### config.mk
export PLATFORM = sky130hd
export DESIGN_NAME = tlj_div
export DESIGN_NICKNAME = d
export VERILOG_FILES = /design/src/rtl/tlj_div.sv
export SDC_FILE = /design/constraint.sdc
export NUM_CORES = 1
export LEC_CHECK = 0
export ABC_AREA = 1
export ABC_CLOCK_PERIOD_IN_PS = 4550
export BUFFER_PORTS_ARGS = -buffer_cell sky130_fd_sc_hd__buf_2
export CORE_MARGIN = 3
export CORE_UTILIZATION = 54
export DETAILED_ROUTE_END_ITERATION = 6
export PLACE_DENSITY = 0.94
export SYNTH_ARGS = -nofsm -noshare
export SYNTH_HDL_FRONTEND = slang
export SYNTH_SLANG_ARGS = --single-unit
### constraint.sdc
create_clock -name clk -period 4.55 [get_ports clk]
set_clock_uncertainty 0.2 [all_clocks]
set_input_delay 0 -clock clk [delete_from_list [all_inputs] [get_ports clk]]
set_output_delay 0 -clock clk [all_outputs]
set_load 0.05 [all_outputs]
### src/rtl/tlj_div.sv
// Restoring divider, one quotient bit per cycle.
`default_nettype none

module tlj_div #(
  parameter int DW = 6,
  parameter int VW = 5
) (
  input  wire logic          clk,
  input  wire logic          rst,
  input  wire logic          start,
  input  wire logic [DW-1:0] dividend,
  input  wire logic [VW-1:0] divisor,
  output logic      [DW-1:0] quot,
  output logic      [VW-1:0] rem,
  output logic               done
);

  localparam int CNT_W = $clog2(DW + 1);

  logic [CNT_W-1:0] cnt;
  logic [VW:0]      shift;
  logic             ge;
  logic [VW-1:0]    diff;
  logic [VW-1:0]    rem_next;
  logic [DW-1:0]    qs;

  assign shift    = {rem, quot[DW-1]};
  assign ge       = shift >= {1'b0, divisor};
  assign diff     = VW'(shift - {1'b0, divisor});
  assign rem_next = ge ? diff : shift[VW-1:0];
  assign qs       = {quot[DW-2:0], ge};

  always_ff @(posedge clk) begin
    if (rst) begin
      cnt  <= '0;
      done <= 1'b0;
    end else begin
      done <= 1'b0;
      if (start) begin
        rem  <= '0;
        quot <= dividend;
        cnt  <= CNT_W'(DW);
      end else if (cnt != '0) begin
        rem  <= rem_next;
        quot <= qs;
        cnt  <= cnt - CNT_W'(1);
        if (cnt == CNT_W'(1)) begin
          done <= 1'b1;
        end
      end
    end
  end

endmodule

`default_nettype wire

Word level (Yosys, flattened, before mapping)
Index checks and enable logic that the tools add are counted.
{"block": "totals", "reg_bits": 15, "in_bits": 14, "output_inout_bits": 12, "wordCells": 23}
{"block": "op_classes", "addsub": 2, "n_lt_le_gt_ge": 1, "eq_ne": 1, "muxes": 7, "bitwise": 2, "n_reduce_logical": 5}
{"cell": "two-way mux 6 bit", "count": 2}
{"cell": "two-way mux 5 bit", "count": 2}
{"cell": "greater-or-equal comparator 6 x 5 -> 1 bit", "count": 1}
{"cell": "two-way mux 3 bit", "count": 2}
{"cell": "subtractor 5 bit", "count": 1}
{"cell": "equality test 3 x 1 -> 1 bit, second input constant", "count": 1}
{"cell": "nonzero test 3 bit", "count": 1}
{"cell": "OR reduction 3 bit", "count": 1}
{"cell": "subtractor 3 x 1 -> 3 bit, second input constant", "count": 1}
{"cell": "inverter 1 bit", "count": 2}
{"cell": "AND reduction 2 bit", "count": 1}
{"cell": "nonzero test 2 bit", "count": 1}
{"cell": "OR reduction 2 bit", "count": 1}
{"cell": "two-way mux 1 bit", "count": 1}

Logic depth before layout (Yosys ltp)
{"block": "depth", "depth_word": 3, "depth_mapped": 11, "depth_no_buf": 11}

Worst setup path before layout
OpenSTA, ideal clock, no wires.
{"block": "synth_path", "path_kind": "flip-flop to flip-flop", "startpoint": "reg quot[5]", "endpoint": "reg quot[0] (data pin)", "arrival_time_ps": 1787, "slack_ps": 2307, "path_stages_with_launch": 11, "n_path_buf": 0, "path_cell_list": "edfxtp_1 -> inv_1 -> ha_1 -> inv_1 -> fa_1 -> nand2_1 -> nand2_2 -> nand3_4 -> inv_1 -> nor2_1 -> o21ai_2"}
{"block": "synth_between", "elab_chain_len": 3}
{"item": "from (decl)", "line": "13", "rtl": "output logic [DW-1:0] quot,"}
{"item": "from (signal assigned)", "line": "41", "rtl": "quot <= dividend;"}
{"item": "from (signal assigned)", "line": "45", "rtl": "quot <= qs;"}
{"item": "greater-or-equal comparator 6 x 5 -> 1 bit", "line": "28", "rtl": "assign ge = shift >= {1'b0, divisor};"}
{"item": "two-way mux 6 bit", "line": "43", "rtl": "end else if (cnt != '0) begin"}
{"item": "two-way mux 6 bit", "line": "39", "rtl": "if (start) begin"}
No other way between the ends. The select of a mux whose other input is x is not followed.
A chain may end at the register's enable or synchronous reset.

Worst setup path in the final report
Same ends and word-level chain as after synthesis.

==> out/qor.yml <==
status:
  status: "finished, final reports clean"
critical_path:
  crit_type: "flop to flop"
  cp_slowest_stage_delay_ns: 0.42
  cp_common_cell: "inv_1"
  crit_slowest_cell: "edfxtp_1"
  critPathLaunchType: "flop"
  worstPathMaxFanout: 9
  r2r_slack_ns: 2.44
  crit_path_end_kind: "flop"
  crit_required_ns: 4.38
  crit_chain: "inv_1, ha_1, inv_1, fa_1, nand2_1, nand2_2, nand3_4, inv_1, nor2_1, o21ai_2"
  worstPathArrival_ns: 1.94
final_layout:
  final_cell_area_um2: 1160
  layout_commonest_cell: "nand2_1"
  layout_common_cells: "30 x nand2_1, 25 x buf_2, 18 x inv_1, 12 x nor2_1, 11 x edfxtp_1"
  num-fill-cells: 112
  area_growth_pct: 27.8
  diodes: 0
  fin_nets: 166
  layout-drive-gt1-share_pct: 25.5
global_routing:
  grt.total_usage_pct: 20.5
  grt_pass1_wl_um: 3190
  overflow: 0
  grt_max_degree: 13
  grt_antenna_before_repair: 0
  first_global_vias: 771
cts:
  cts.reportedPaths.clkPinSlew_ns: 0.08
  cts_buffers: 3
  post_cts_resized: 0
  cts_max_level: 1
  clk-insertion-delay-late_ns: 0.27
  cts_hold_buffers: 9
  post_cts_buffers: 0
  clock_sinks: 15
  cts_tree: "yes"
  cts-root-buf: "clkbuf_4"
  cts_max_path_buffers: 2
logic_synthesis:
  ys_ff_latch: 15
  synthSimpleGateAreaFrac_pct: 28.4
  syn-instance-count: 109
  synth_compound_area_share_pct: 7.61
  seq_area_frac_synth_pct: 45.4
  synth_nets: 129
  yosys.area_share.xor_xnor_pct: 0.968
  syn_area_per_cell_um2: 8.30
  synth_top_family_by_area: "simple AND/OR/NAND/NOR gates"
  synth-warning-count: 0
  synth.distinct_cells: 21
  synth_fa_ha_area_share_pct: 9.13
  synth-edff-count: 11
  async_reset_ff_share_pct: 0
  synth_flop_cell: "edfxtp_1"
  netlist_area_um2: 905
  muxShareOfSynthArea_pct: 0
die:
  start_util_pct: 58.7
  coreArea_um2: 1540
  die_y_um: 46.9
  die_area_um2: 2200
  rows: 14
  die-width_um: 46.9
  ioPinCount: 26
power:
  p_leak_uw: 0.000593
  power_density_nw_per_um2: 331
  p_total_uw: 383
  ir_drop_v: 0.000241
timing:
  setup_ws_ns: 2.44
  max_slew_margin_pct: 71.5
  post-route-min-period_ns: 2.11
  setup_viol: 0
  worstMarginPinSlew_ns: 0.428
  rsz0062_at_grt: "false"
  max_freq_mhz: 475
  fin_crit_sh_pct: 46.3
  drv_slew: 0
  fin_setup_tns_ns: 0
  hold_viol_final: 0
drt:
  drt_iter0_markers: 11
  dr.pass1.iters: 4
  route.detailed.drc: 0
  finalWirelength_um: 1970
  antenna_left: 0
  wl_per_cell_um: 12.2
  viasPerCell: 5.07
  via_count: 816
placed_design:
  numPortBuffers: 25
  gp_congestion: 0.847
  placed_area_um2: 1040
  hpwl_um: 1410
  place_ws_ns: 2.42
hold_path:
  hold_path_class: "primary input to flop"
flow_run:
  cap_violations: 0
==> state kept, by name, summed over array words and instances, names as in the netlist <==
name,cells
done,1
rem,5
cnt,3
quot,6
==> path summary, 6_finish.rpt <==
kind,start,end,cells after the start
worst max-delay path,quot[5],quot[0],10
worst min-delay path,divisor[0],rem[0],4
worst min register to register,cnt[2],cnt[2],2
worst max register to register,quot[5],quot[0],10
==> per-layer routing <==
layer | global-route usage (%) | wire length [µm] | vias up
li1 | - | - | 424
met2 | 38.8 | 1040 | 25
met5 | 0 | 0 | -
met4 | 6.63 | 17 | 0
met3 | 3.83 | 103 | 4
met1 | 22.7 | 802 | 363
==> final cells by class <==
class	count	area [µm²]	share of cell area [%]
Multi-Input combinational cell	74	417	36.0
Sequential cell	15	410	35.5
Timing Repair Buffer	34	215	18.6
Inverter	18	67.6	5.84
Clock buffer	4	26.3	2.27
Tap cell	16	20.0	1.73
==> critical path: cells and delay by family, from the launching register on <==
| kind | cells | cell delay [ns] |
|---|---|---|
| compound gates | 1 | 0.06 |
| fa+ha+maj | 2 | 0.54 |
| buf+inv | 3 | 0.22 |
| flops | 1 | 0.42 |
| simple gates | 4 | 0.44 |
==> per-stage QoR <==
step                      hold slack (ns)  utilization, %  instances
after floorplan                    -0.131               -        109
after global placement             0.0184            67.5        148
after detailed placement           0.0343            67.5        148
after CTS                           0.120            75.0        161
after global routing                0.122            75.0        161
final                               0.122            75.0        161
==> Yosys cell counts (2+ instances only) <==
cell type | number | area (µm²)
nand3_2 | 2 | 20.0
a21oi_1 | 6 | 30.0
nor2_1 | 12 | 45.0
nor4_1 | 2 | 12.5
inv_1 | 18 | 67.6
nor2_2 | 2 | 12.5
dfxtp_1 | 4 | 80.1
edfxtp_1 | 11 | 330
nand3_1 | 5 | 25.0
o21ai_2 | 2 | 17.5
nand2_1 | 30 | 113
ha_1 | 5 | 62.6
buf_2 | 2 | 10.0
==> power by group <==
part,switching [µW],internal (µW)
sequential,8.56,163
combinational,93.5,46.1
clock,38.4,33.9
==> cells by family (layout without fill, tap and decap cells) <==
family / count (synthesis) / after routing
AND/OR/NAND/NOR: 56 / 56
XOR/XNOR: 1 / 1
adder cells (fa/ha/maj): 6 / 6
flip-flops: 15 / 15
buffers and inverters: 20 / 56
AO/OA/AOI/OAI: 11 / 11
Note: power is estimated with default switching activity, not from simulation.
